[config.mk]
export PLATFORM = sky130hd
export DESIGN_NAME = button_debounce_short_long_press
export DESIGN_NICKNAME = d
export VERILOG_FILES = /design/src/design/bdslp_pkg.sv /design/src/design/button_debounce_short_long_press.sv
export SDC_FILE = /design/constraint.sdc
export NUM_CORES = 1
export LEC_CHECK = 0
export ABC_AREA = 0
export BUFFER_PORTS_ARGS = -buffer_cell sky130_fd_sc_hd__buf_2
export CORE_MARGIN = 4
export CORE_UTILIZATION = 37
export DETAILED_ROUTE_END_ITERATION = 8
export GPL_ROUTABILITY_DRIVEN = 0
export SLEW_MARGIN = 10
export SYNTH_ARGS = -nofsm -noshare
export SYNTH_HDL_FRONTEND = slang
export SYNTH_SLANG_ARGS = --single-unit
export TNS_END_PERCENT = 10
[constraint.sdc]
create_clock -name clk -period 8.35 [get_ports clk]
set_clock_uncertainty 0.1 [all_clocks]
set_input_delay 1.67 -clock clk [delete_from_list [all_inputs] [get_ports clk]]
set_output_delay 1.67 -clock clk [all_outputs]
set_load 0.05 [all_outputs]
[src/design/bdslp_pkg.sv]
// ----------------------------------------------------------------------------
// bdslp_pkg
// Shared types and constants for the button debouncer with press detection.
// ----------------------------------------------------------------------------
`timescale 1ns / 1ps
`default_nettype none

package bdslp_pkg;

  // press event codes
  typedef logic [1:0] press_ev_t;
  localparam press_ev_t EV_NONE  = 2'd0;
  localparam press_ev_t EV_SHORT = 2'd1;
  localparam press_ev_t EV_LONG  = 2'd2;

  // item kinds carried in tuser
  localparam logic KIND_POLL   = 1'b0;
  localparam logic KIND_RESYNC = 1'b1;

  // configuration register indexes
  typedef logic [0:0] cfg_idx_t;
  localparam cfg_idx_t REG_DEBOUNCE_TIME   = 1'd0;
  localparam cfg_idx_t REG_LONG_PRESS_TIME = 1'd1;

  // field widths
  localparam int unsigned NOW_W      = 32;
  localparam int unsigned DEBOUNCE_W = 16;
  localparam int unsigned LONG_W     = 32;
  localparam int unsigned CFG_DATA_W = 32;
  localparam int unsigned IN_DATA_W  = 40;
  localparam int unsigned OUT_DATA_W = 8;

  // configuration reset values
  localparam logic [DEBOUNCE_W-1:0] DEBOUNCE_RST = 16'd30;
  localparam logic [LONG_W-1:0]     LONG_RST     = 32'd1000;

endpackage

`default_nettype wire

[src/design/button_debounce_short_long_press.sv]
// ----------------------------------------------------------------------------
// button_debounce_short_long_press
// Debounces polled button samples and reports short and long presses.
// ----------------------------------------------------------------------------
// Path: input transfer to result valid passes the input register, then the
//   result register; state is updated as the item leaves the input reg.
// Throughput: one poll per cycle while the result stream is not stalled; the
//   state update loop (two modular subtracts and compares) limits that rate.
// Reset: rst_n synchronous, active low; clears pipeline valids, button state
//   and loads debounce_time = 30, long_press_time = 1000.
`timescale 1ns / 1ps
`default_nettype none

module button_debounce_short_long_press #(
  parameter int unsigned TIME_BITS = 32
) (
  input  wire                                    clk,
  input  wire                                    rst_n,
  // input stream
  input  wire                                    in_tvalid,
  output logic                                   in_tready,
  // tdata: [31:0] now, [32] pressed_level, [39:33] zero
  input  wire  [bdslp_pkg::IN_DATA_W-1:0]        in_tdata,
  // tuser: [0] kind
  input  wire                                    in_tuser,
  // result stream
  output logic                                   out_tvalid,
  input  wire                                    out_tready,
  // tdata: [1:0] press_event, [7:2] zero
  output logic [bdslp_pkg::OUT_DATA_W-1:0]       out_tdata,
  // configuration writes
  input  wire                                    cfg_valid,
  output logic                                   cfg_ready,
  input  wire  [0:0]                             cfg_index,
  input  wire  [bdslp_pkg::CFG_DATA_W-1:0]       cfg_data
);
  import bdslp_pkg::*;

  // compare width covers both time and the 32-bit long press register
  localparam int unsigned CW = (TIME_BITS > LONG_W) ? TIME_BITS : LONG_W;

  typedef logic [TIME_BITS-1:0] time_t;

  // configuration registers
  logic [DEBOUNCE_W-1:0] debounce_time_r;
  logic [LONG_W-1:0]     long_press_time_r;

  // input stage
  logic  s1_valid_r;
  logic  s1_kind_r;
  time_t s1_now_r;
  logic  s1_raw_r;

  // button state
  logic  last_raw_r,     last_raw_nxt;
  logic  stable_level_r, stable_level_nxt;
  logic  long_done_r,    long_done_nxt;
  time_t change_time_r,  change_time_nxt;
  time_t press_time_r,   press_time_nxt;

  // result register
  logic      out_valid_r;
  press_ev_t out_ev_r, ev_nxt;

  logic     advance;
  logic [CW-1:0] now_ext;
  time_t    el_change;
  time_t    el_press;
  time_t    el_press_new;

  // pipeline handshake
  assign advance   = s1_valid_r && (!out_valid_r || out_tready);
  assign in_tready = !s1_valid_r || advance;
  assign cfg_ready = 1'b1;

  assign out_tvalid = out_valid_r;
  assign out_tdata  = {{(OUT_DATA_W - 2){1'b0}}, out_ev_r};

  // time from the port, zero-extended to CW; cut to TIME_BITS in the input register
  assign now_ext = CW'(in_tdata[NOW_W-1:0]);

  // configuration writes
  always_ff @(posedge clk) begin
    if (!rst_n) begin
      debounce_time_r   <= DEBOUNCE_RST;
      long_press_time_r <= LONG_RST;
    end else if (cfg_valid && cfg_ready) begin
      case (cfg_index)
        REG_DEBOUNCE_TIME:   debounce_time_r   <= cfg_data[DEBOUNCE_W-1:0];
        REG_LONG_PRESS_TIME: long_press_time_r <= cfg_data[LONG_W-1:0];
        default: ;
      endcase
    end
  end

  // input register
  always_ff @(posedge clk) begin
    if (!rst_n) begin
      s1_valid_r <= 1'b0;
    end else if (in_tready) begin
      s1_valid_r <= in_tvalid;
    end
  end

  always_ff @(posedge clk) begin
    if (in_tvalid && in_tready) begin
      s1_kind_r <= in_tuser;
      s1_now_r  <= now_ext[TIME_BITS-1:0];
      s1_raw_r  <= in_tdata[NOW_W];
    end
  end

  // debounce and press detection for the item in the input register
  always_comb begin
    last_raw_nxt     = last_raw_r;
    stable_level_nxt = stable_level_r;
    long_done_nxt    = long_done_r;
    change_time_nxt  = change_time_r;
    press_time_nxt   = press_time_r;
    ev_nxt           = EV_NONE;
    el_change        = '0;
    el_press         = s1_now_r - press_time_r;
    el_press_new     = el_press;

    if (s1_kind_r == KIND_RESYNC) begin
      last_raw_nxt     = s1_raw_r;
      stable_level_nxt = s1_raw_r;
      long_done_nxt    = 1'b0;
      change_time_nxt  = s1_now_r;
      press_time_nxt   = s1_now_r;
    end else begin
      // track raw level changes
      last_raw_nxt = s1_raw_r;
      if (s1_raw_r != last_raw_r) begin
        change_time_nxt = s1_now_r;
      end
      el_change = s1_now_r - change_time_nxt;

      if (CW'(el_change) >= CW'(debounce_time_r)) begin
        // level has settled: update stable level
        if (s1_raw_r != stable_level_r) begin
          stable_level_nxt = s1_raw_r;
          if (s1_raw_r) begin
            press_time_nxt = s1_now_r;
            long_done_nxt  = 1'b0;
            el_press_new   = '0;
          end else if (!long_done_r && (CW'(el_press) < CW'(long_press_time_r))) begin
            ev_nxt = EV_SHORT;
          end
        end
        // long press fires once per hold
        if ((ev_nxt == EV_NONE) && stable_level_nxt && !long_done_nxt &&
            (CW'(el_press_new) >= CW'(long_press_time_r))) begin
          long_done_nxt = 1'b1;
          ev_nxt        = EV_LONG;
        end
      end
    end
  end

  // state update
  always_ff @(posedge clk) begin
    if (!rst_n) begin
      last_raw_r     <= 1'b0;
      stable_level_r <= 1'b0;
      long_done_r    <= 1'b0;
      change_time_r  <= '0;
      press_time_r   <= '0;
    end else if (advance) begin
      last_raw_r     <= last_raw_nxt;
      stable_level_r <= stable_level_nxt;
      long_done_r    <= long_done_nxt;
      change_time_r  <= change_time_nxt;
      press_time_r   <= press_time_nxt;
    end
  end

  // result register
  always_ff @(posedge clk) begin
    if (!rst_n) begin
      out_valid_r <= 1'b0;
    end else if (advance) begin
      out_valid_r <= 1'b1;
    end else if (out_tready) begin
      out_valid_r <= 1'b0;
    end
  end

  always_ff @(posedge clk) begin
    if (advance) begin
      out_ev_r <= ev_nxt;
    end
  end

`ifndef SYNTHESIS
  // a long press result leaves the hold marked as reported
  assert property (@(posedge clk) disable iff (!rst_n)
    (advance && (ev_nxt == EV_LONG)) |=> (long_done_r && stable_level_r))
    else $error("long press not recorded");

  // a resync aligns stable and raw levels and clears the long press mark
  assert property (@(posedge clk) disable iff (!rst_n)
    (advance && (s1_kind_r == KIND_RESYNC)) |=>
      (!long_done_r && (stable_level_r == last_raw_r) && (out_ev_r == EV_NONE)))
    else $error("resync state mismatch");

  // a short press is only reported on a release
  assert property (@(posedge clk) disable iff (!rst_n)
    (advance && (ev_nxt == EV_SHORT)) |=> !stable_level_r)
    else $error("short press without release");

  // with the result register empty the block always takes input
  assert property (@(posedge clk) disable iff (!rst_n)
    !out_valid_r |-> in_tready)
    else $error("input stalled while output empty");
`endif

endmodule

`default_nettype wire
==> flow_summary.toml, run 1 <==
[power_and_ir_drop]
ir_worst_vdd_v = 0.0001409
leakage_nw = 5.179
power.total_mw = 2.422
p_per_area_mw_per_mm2 = 190.8

[critical_path]
path_delay_family = "compound AO/OA/AOI/OAI gates"
reg2reg_from = "last_raw_nxt"
crit_required_ns = 8.56
arrival_ns = 6.68
critPathMaxFanout = 32
startpoint_type = "register"
path_class = "register to register"
crit_slowest_cell = "xnor2_2"
cp-startpoint = "last_raw_nxt"
cp_slowest_stage_delay_ns = 0.69
worstSetupEndpointType = "register"
path_buf_inv = 2
r2r_setup_slack_ns = 1.88

[global_route]
busiest_layer = "met2"
grt_max_degree = 77
grtUsageMet3 = 0.03205
grt_use_total = 0.1701
antenna_found_initial = 0
grtUsageMet2 = 0.2667
grt_pass1_vias = 9274
grt-ovfl-total = 0
use_met1 = 0.2388
grt_pass1_wl_um = 46730

[timing]
slew_headroom = 0.3531
worstMarginPinSlew_ns = 0.9681
finalWorstSetupSlack_ns = 1.879
fmax_mhz = 154.5
slew_viol_final = 0
tns_ns = 0
fin_crit_ns = 6.471
setup-violations-final = 0
rsz0062_at_grt = "no"
finalHoldViolCount = 0
post-route-period-util = 0.7750

[placed_design]
pre_cts_slack_ns = 1.923
hpwl_um = 21820
dpl_cell_area_mm2 = 0.01210
portBuffers = 75
dpl.cell_count = 1813

[status]
status = "complete, no violations"

[cts]
clk_pin_slew_ns = 0.07
clock-sinks = 153
htree_levels = 4
cts-root-buf = "clkbuf_16"
post_cts_buffers = 0
cts_max_path_buffers = 2
ctsResizeCount = 0
ctsHoldBuffers = 0
clk_latency_ns = 0.45
cts_made_buffers = 17
cts_tree = "yes"

[floorplan]
pin_count = 90
start_util = 0.3795
die_h_um = 183.5
core_area_mm2 = 0.03003
die_x_um = 183.5
rows = 63
dieArea_mm2 = 0.03367

[synth]
syn_area_mm2 = 0.01140
async_flop_share = 0
synthTopCellsByArea = "dfxtp_1 21%, ha_1 16%, edfxtp_1 9.5%"
syn_avg_cell_area_um2 = 8.181
yosys_warnings = 0
synth_common_cells = "262 x nand2_1, 152 x a21oi_1, 143 x ha_1"
yosysUniqueCellTypes = 71
yosysMostFrequentCell = "nand2_1"
synth-edff-count = 36
synth_flop_cell = "dfxtp_1"
yosysTopAreaCell = "dfxtp_1"
synth_seq_area_share = 0.3004
ys_ff_latch = 153
syn-instance-count = 1393
synth_top_area_share = 0.2055

[layout]
layout.cells.non_filler = 1845
multiInputGateArea_mm2 = 0.007378
design_area_mm2 = 0.01270
n_fill_cell = 3030
n_antenna_cell = 0
layout-drive-gt1-share = 0.09141
syn2layout_area_growth_pct = 11.42
regArea_mm2 = 0.003423
final_nets = 1666

[routing]
via_per_inst = 5.270
vias = 9723
routedWlPerCell_um = 15.47
drt_iter0_drc = 562
antenna_left = 0
drc = 0
wl_um = 28550
first_pass_iters = 5

[worst_hold_path]
hold_class = "register to register"
holdCritStartpoint = "press_time_r[6]"

[job]
cap_violations = 0
==> path summary, 6_finish.rpt <==
check | to | cells after the start
worst max register to register | press_time_r[16] | 26
worst min-delay path | press_time_r[6] | 2
worst min register to register | press_time_r[6] | 2
worst max-delay path | press_time_r[16] | 26
==> layout by cell type, fill, tap and decap left out, types with 4 or more instances in the layout <==
cell,instances
nor2b_1,46
and4_1,4
nor2_1,49
ha_1,143
edfxtp_1,36
o21ai_0,44
conb_1,7
nor4_1,5
nand4_1,16
dfxtp_1,117
nand3_1,22
buf_2,75
a211oi_1,13
nand2_1,262
o31a_1,4
o21bai_1,9
inv_6,5
inv_1,100
a21o_1,34
nor3_1,11
and2_1,9
xnor2_1,29
o211ai_1,21
or2_2,4
mux2i_1,66
nand2b_1,13
buf_4,8
xor2_1,22
o21a_1,13
a31oi_1,7
and3_1,10
a21oi_1,151
a2111oi_0,6
or3_1,5
o31ai_1,4
clkbuf_16,17
==> power by group <==
group / switching (mW) / internal [mW]
Sequential: 0.0333 / 0.798
Combinational: 0.453 / 0.334
Clock: 0.357 / 0.447
==> final cells by class <==
cell class,count,share of cell area
Timing Repair Buffer,83,0.03429
Inverter,101,0.02986
Multi-Input combinational cell,1086,0.5811
Clock buffer,17,0.03350
Tap cell,390,0.03843
Clock inverter,15,0.01320
Sequential cell,153,0.2696
==> per-stage QoR <==
| stage | hold slack, ns | util |
|---|---|---|
| finish | 0.3542 | 0.4228 |
| global route | 0.3723 | 0.4228 |
| CTS | 0.3557 | 0.4228 |
| detailed placement | 0.3465 | 0.4030 |
| global placement | 0.3419 | 0.4030 |
| floorplan | 0.3347 | - |
==> logic make-up (layout without fill, tap and decap cells) <==
logic type,Yosys count,in the layout,synth area share
buf+inv,159,216,0.05665
flops,153,153,0.3004
xor+xnor,52,52,0.03996
compound gates,342,342,0.1903
simple gates,473,473,0.1926
mux,67,67,0.05896
fa+ha+maj,145,145,0.1605
other cells,2,7,0.0006590
==> metal layers <==
metal | part of all wire | wire length [um]
met1 | 0.50 | 14310
met2 | 0.44 | 12440
met3 | 0.045 | 1275
met4 | 0.018 | 523
met5 | 0 | 0
==> flip-flops by register name, summed over array words and instances (netlist names), 2 cells and up <==
register,flops
s1_now_r,32
debounce_time_r,16
press_time_r,32
change_time_r,32
out_ev_r,2
long_press_time_r,32
==> worst reg2reg max path, cell delays in order (launching register included) <==
cell	delay [ns]
edfxtp_1	0.54
xnor2_2	0.69
nand2_1	0.13
o21ai_0	0.11
ha_1	0.20
inv_1	0.06
fa_1	0.41
a211oi_1	0.23
nor2_1	0.13
o21a_1	0.22
a21oi_1	0.15
o21bai_1	0.10
a21o_1	0.19
a21oi_1	0.17
xnor2_1	0.10
ha_1	0.20
a211oi_1	0.23
nor2_1	0.10
or4b_1	0.52
nor4_1	0.18
nand4b_1	0.14
a2111oi_0	0.40
nand2_1	0.16
nor3_4	0.27
o22ai_4	0.10
buf_4	0.32
mux2i_1	0.20
(Power assumes the default switching activity.)
==> run 2, diff against run 1 <==
==> constraint.sdc (replaced) <==
create_clock -name clk -period 5.8 [get_ports clk]
set_clock_uncertainty 0.1 [all_clocks]
set_input_delay 1.16 -clock clk [delete_from_list [all_inputs] [get_ports clk]]
set_output_delay 1.16 -clock clk [all_outputs]
set_load 0.05 [all_outputs]
==> flow_summary.toml, run 2 (same netlist as run 1, synthesis figures left out) <==
[global_route]
antenna_found_initial = 0
grt_pass1_vias = 9474
grt_use_total = 0.1708
grt_pass1_wl_um = 47130
grt-ovfl-total = 0
grt_max_degree = 77

[layout]
final_common_cell = "nand2_1"
layout-drive-gt1-share = 0.1306
n_antenna_cell = 0
final_nets = 1704
final_cell_mix = "261 x nand2_1, 149 x a21oi_1, 140 x ha_1"
syn2layout_area_growth_pct = 16.03

[status]
status = "complete, no violations"

[critical_path]
critPathMaxFanout = 11
arrival_ns = 5.75
path_buf_inv = 2
crit_required_ns = 6.03
path_delay_family = "simple AND/OR/NAND/NOR gates"
path_class = "register to register"
crit_chain = "xnor2_4 -> buf_8 -> mux2i_1 -> ha_1 -> a2111o_1 -> o211a_4 -> o2111ai_4 -> nand2_2 -> nand3_2 -> nand2_1 -> xor2_1 -> ha_1 -> nand4_1 -> a31oi_2 -> or4b_1 -> nor4_1 -> nand4b_1 -> a2111oi_2 -> nand2_1 -> nor3_4 -> o22ai_4 -> clkbuf_16 -> mux2i_1"
worstSetupEndpointType = "register"
crit_slowest_cell = "or4b_1"
cp_slowest_stage_delay_ns = 0.52
startpoint_type = "register"

[cts]
cts_max_path_buffers = 2
htree_levels = 4
cts_tree = "yes"
clock-sinks = 153
clk_pin_slew_ns = 0.06
cts_made_buffers = 17
ctsHoldBuffers = 0
clk_latency_ns = 0.44
cts-root-buf = "clkbuf_16"

[floorplan]
die_h_um = 183.5
start_util = 0.3795
pin_count = 90
rows = 63
core_area_mm2 = 0.03003
dieArea_mm2 = 0.03367
die_x_um = 183.5

[job]
cap_violations = 0

[timing]
slew_headroom = 0.3696
fmax_mhz = 180.9
post-route-period-util = 0.9530
worst_hold_slack_ns = 0.3547
slew_viol_final = 0
setup-violations-final = 0
finalHoldViolCount = 0
rsz0062_at_grt = "yes"
worstMarginPinSlew_ns = 0.9434
fin_crit_ns = 5.527

[routing]
vias = 9808
drc = 0
drt_iter0_drc = 452
first_pass_iters = 5
via_per_inst = 5.209
wl_um = 29060
antenna_left = 0
routedWlPerCell_um = 15.43

[power_and_ir_drop]
leakage_nw = 5.424
power.total_mw = 3.574
p_per_area_mw_per_mm2 = 270.3
ir_worst_vdd_v = 0.0002258

[placed_design]
hpwl_um = 22360
portBuffers = 75

[worst_hold_path]
hold_class = "register to register"
## run 2: what timing repair did
item | in CTS | in global routing
endpoints found under the hold margin | 0 | 0
pin swaps | 0 | 12
gates resized for setup | 1 | 33
setup buffers | 0 | 7
gates cloned | 0 | 3
setup endpoints to repair | 13 | 36
## run 2: final cells by class
cell class	count	area [um2]
clock buffer	21	493.0
fill	2946	16810
clock inverter	11	130.1
multi-input combinational	1086	7505
sequential	153	3423
tap	390	488.0
inverter	101	379.1
timing repair buffer	121	804.5
## run 2: worst paths after layout
kind	start	endpoint	slack, ns	cells after the start
setup reg to reg	last_raw_nxt	press_time_r[7]	0.27	23
hold reg to reg	change_time_r[24]	change_time_r[24]	0.35	2
setup / recovery	last_raw_nxt	press_time_r[7]	0.27	23
hold / removal	change_time_r[24]	change_time_r[24]	0.35	2
## run 2: through the flow
step                      instance area [um2]  std cells  TNS [ns]  utilization  worst slack [ns]
after detailed placement                12340       1842         0       0.4109           0.03928
after global routing                    13220       1883  -0.02147       0.4403         -0.008616
after global placement                  12340       1842         0       0.4109           0.07014
final                                   13220       1883         0       0.4403            0.2728
after floorplan                         11420       1398         0            -            0.1148
after CTS                               12970       1874         0       0.4320           0.01639
## run 2: routing by layer
metal	global-route usage	share of wire
met5	0	0
met3	0.03660	0.049
met1	0.2374	0.49
met4	0.03993	0.011
met2	0.2724	0.45
## run 2: worst reg2reg max path, stage by stage, from the launching register on
cell,delay [ns]
edfxtp_1,0.50
xnor2_4,0.30
buf_8,0.20
mux2i_1,0.22
ha_1,0.29
a2111o_1,0.46
o211a_4,0.27
o2111ai_4,0.20
nand2_2,0.09
nand3_2,0.08
nand2_1,0.06
xor2_1,0.15
ha_1,0.29
nand4_1,0.14
a31oi_2,0.07
or4b_1,0.52
nor4_1,0.19
nand4b_1,0.17
a2111oi_2,0.23
nand2_1,0.14
nor3_4,0.20
o22ai_4,0.18
clkbuf_16,0.24
mux2i_1,0.12
## run 2: power breakdown
part | switching (mW) | internal, mW | leakage (nW) | total [mW]
registers | 0.0460 | 1.15 | 1.31 | 1.20
logic | 0.678 | 0.525 | 3.81 | 1.20
clock network | 0.473 | 0.703 | 0.307 | 1.18
total | 1.20 | 2.38 | 5.42 | 3.57
==> run 3, diff against run 2 <==
==> constraint.sdc (replaced) <==
create_clock -name clk -period 4.7 [get_ports clk]
set_clock_uncertainty 0.1 [all_clocks]
set_input_delay 0.94 -clock clk [delete_from_list [all_inputs] [get_ports clk]]
set_output_delay 0.94 -clock clk [all_outputs]
set_load 0.05 [all_outputs]
==> flow_summary.toml, run 3 (same netlist as run 1, synthesis figures left out) <==
[floorplan]
start_util = 0.3795
rows = 63
pin_count = 90
die_x_um = 183.5
dieArea_mm2 = 0.03367
core_area_mm2 = 0.03003
die_h_um = 183.5

[timing]
setup-violations-final = 36
worst_hold_slack_ns = 0.3560
post-route-period-util = 1.155
worstMarginPinSlew_ns = 0.9259
rsz0062_at_grt = "yes"
fin_crit_ns = 5.430
finalHoldViolCount = 0
slew_viol_final = 0
fmax_mhz = 184.2
slew_headroom = 0.3818
finalWorstSetupSlack_ns = -0.7295
tns_ns = -24.72

[worst_hold_path]
holdCritStartpoint = "long_press_time_r[2]"
whs_path_depth = 2
hold_class = "register to register"

[critical_path]
crit_chain = "xnor2_4 -> buf_12 -> mux2i_1 -> ha_1 -> a2111o_1 -> o211a_4 -> buf_4 -> a21oi_1 -> xnor2_1 -> ha_1 -> a21oi_1 -> a31oi_4 -> or4b_1 -> nor4_2 -> nand4b_1 -> a2111oi_2 -> nand2_1 -> nor3_4 -> o22ai_4 -> buf_12 -> mux2i_1"
cp_slowest_stage_delay_ns = 0.53
ff2ff_path_depth = 21
arrival_ns = 5.69
startpoint_type = "register"
worst-path-stages = 21
reg2reg_from = "last_raw_nxt"
cp-startpoint = "last_raw_nxt"
path_class = "register to register"
path_delay_family = "compound AO/OA/AOI/OAI gates"
path_buf_inv = 3
critPathMaxFanout = 22
crit_slowest_cell = "or4b_1"
crit_required_ns = 4.96
worstSetupEndpointType = "register"

[power_and_ir_drop]
p_per_area_mw_per_mm2 = 321.2
leakage_nw = 5.946
cellInternalPower_mw = 2.950
switchingPower_mw = 1.548
power_frac_clock = 0.295
combinationalPowerShare = 0.378
seqPwrFrac = 0.327
ir_worst_vdd_v = 0.0002815
power.total_mw = 4.498
swShare = 0.3442

[placed_design]
portBuffers = 75
dpl.cell_count = 1969
dpl_cell_area_mm2 = 0.01334
hpwl_um = 24200

[status]
violations = "setup timing"
status = "complete, but fails checks"

[routing]
drc = 0
vias = 10313
routedWlPerCell_um = 15.39
first_pass_iters = 5
antenna_left = 0
wl_um = 30810
drt_iter0_drc = 525
via_per_inst = 5.151

[layout]
final_common_cell = "nand2_1"
final_nets = 1823
final_cell_mix = "262 x nand2_1, 161 x buf_4, 147 x a21oi_1"
design_area_mm2 = 0.01400
n_antenna_cell = 0
layout.cells.non_filler = 2002
n_fill_cell = 2922
syn2layout_area_growth_pct = 22.87
layout-drive-gt1-share = 0.1929

[cts]
htree_levels = 4
cts_tree = "yes"
clk_pin_slew_ns = 0.07
clock-sinks = 153
ctsHoldBuffers = 0
cts_max_path_buffers = 2
cts-root-buf = "clkbuf_16"
clk_latency_ns = 0.45
cts_made_buffers = 17

[job]
cap_violations = 0

[global_route]
grt_use_total = 0.1844
antenna_found_initial = 0
grt_pass1_wl_um = 50220
grt_max_degree = 77
grt-ovfl-total = 0
grt_pass1_vias = 10014
## run 3: final cells by class
type	count	area (um2)	area share
well taps	390	488.0	0.03485
flip-flops and latches	153	3423	0.2445
multi-input cells	1086	7513	0.5366
inverters	101	379.1	0.02708
clock inverters	9	62.56	0.004468
repair buffers	240	1647	0.1176
clock buffers	23	489.2	0.03494
## run 3: worst register-to-register path, delay by kind of cell, from the launching register on
kind            cells  cell delay [ns]
flops               1             0.48
compound gates      7             1.64
mux                 2             0.39
buf+inv             3             0.50
xor+xnor            2             0.52
fa+ha+maj           2             0.57
simple gates        5             1.16
## run 3: worst paths after layout
check	endpoint	slack, ns
worst max-delay path	press_time_r[19]	-0.73
worst min-delay path	long_press_time_r[2]	0.36
worst max register to register	press_time_r[19]	-0.73
worst min register to register	long_press_time_r[2]	0.36
## run 3: layer usage
metal	part of all wire	GRT usage	vias up
met5	0	0	-
met4	0.026	0.06406	0
met3	0.052	0.03423	48
met2	0.43	0.2872	218
met1	0.49	0.2566	4743
li1	-	-	5304
## run 3: repair_timing
action                                  4_1_cts  5_1_grt
setup buffers                                 0        1
resized for setup                             6       13
pin swaps                                     1       23
gates cloned                                  0        0
endpoints found under the setup margin       36       36
## run 3: power by group through the flow
stage          Combinational (mW)  Clock, mW  Sequential (mW)
2_1_floorplan                1.09          0             1.49
3_3_place_gp                 1.63          0             1.50
3_5_place_dp                 1.66          0             1.50
4_1_cts                      1.68       1.36             1.47
5_1_grt                      1.91       1.43             1.48
6_report                     1.70       1.33             1.47
## run 3: through the flow
stage                 util  setup slack (ns)
detailed placement  0.4441           -0.7771
finish              0.4662           -0.7295
CTS                 0.4636           -0.7069
floorplan                -           -0.5229
global route        0.4662            -1.147
global placement    0.4441           -0.6857
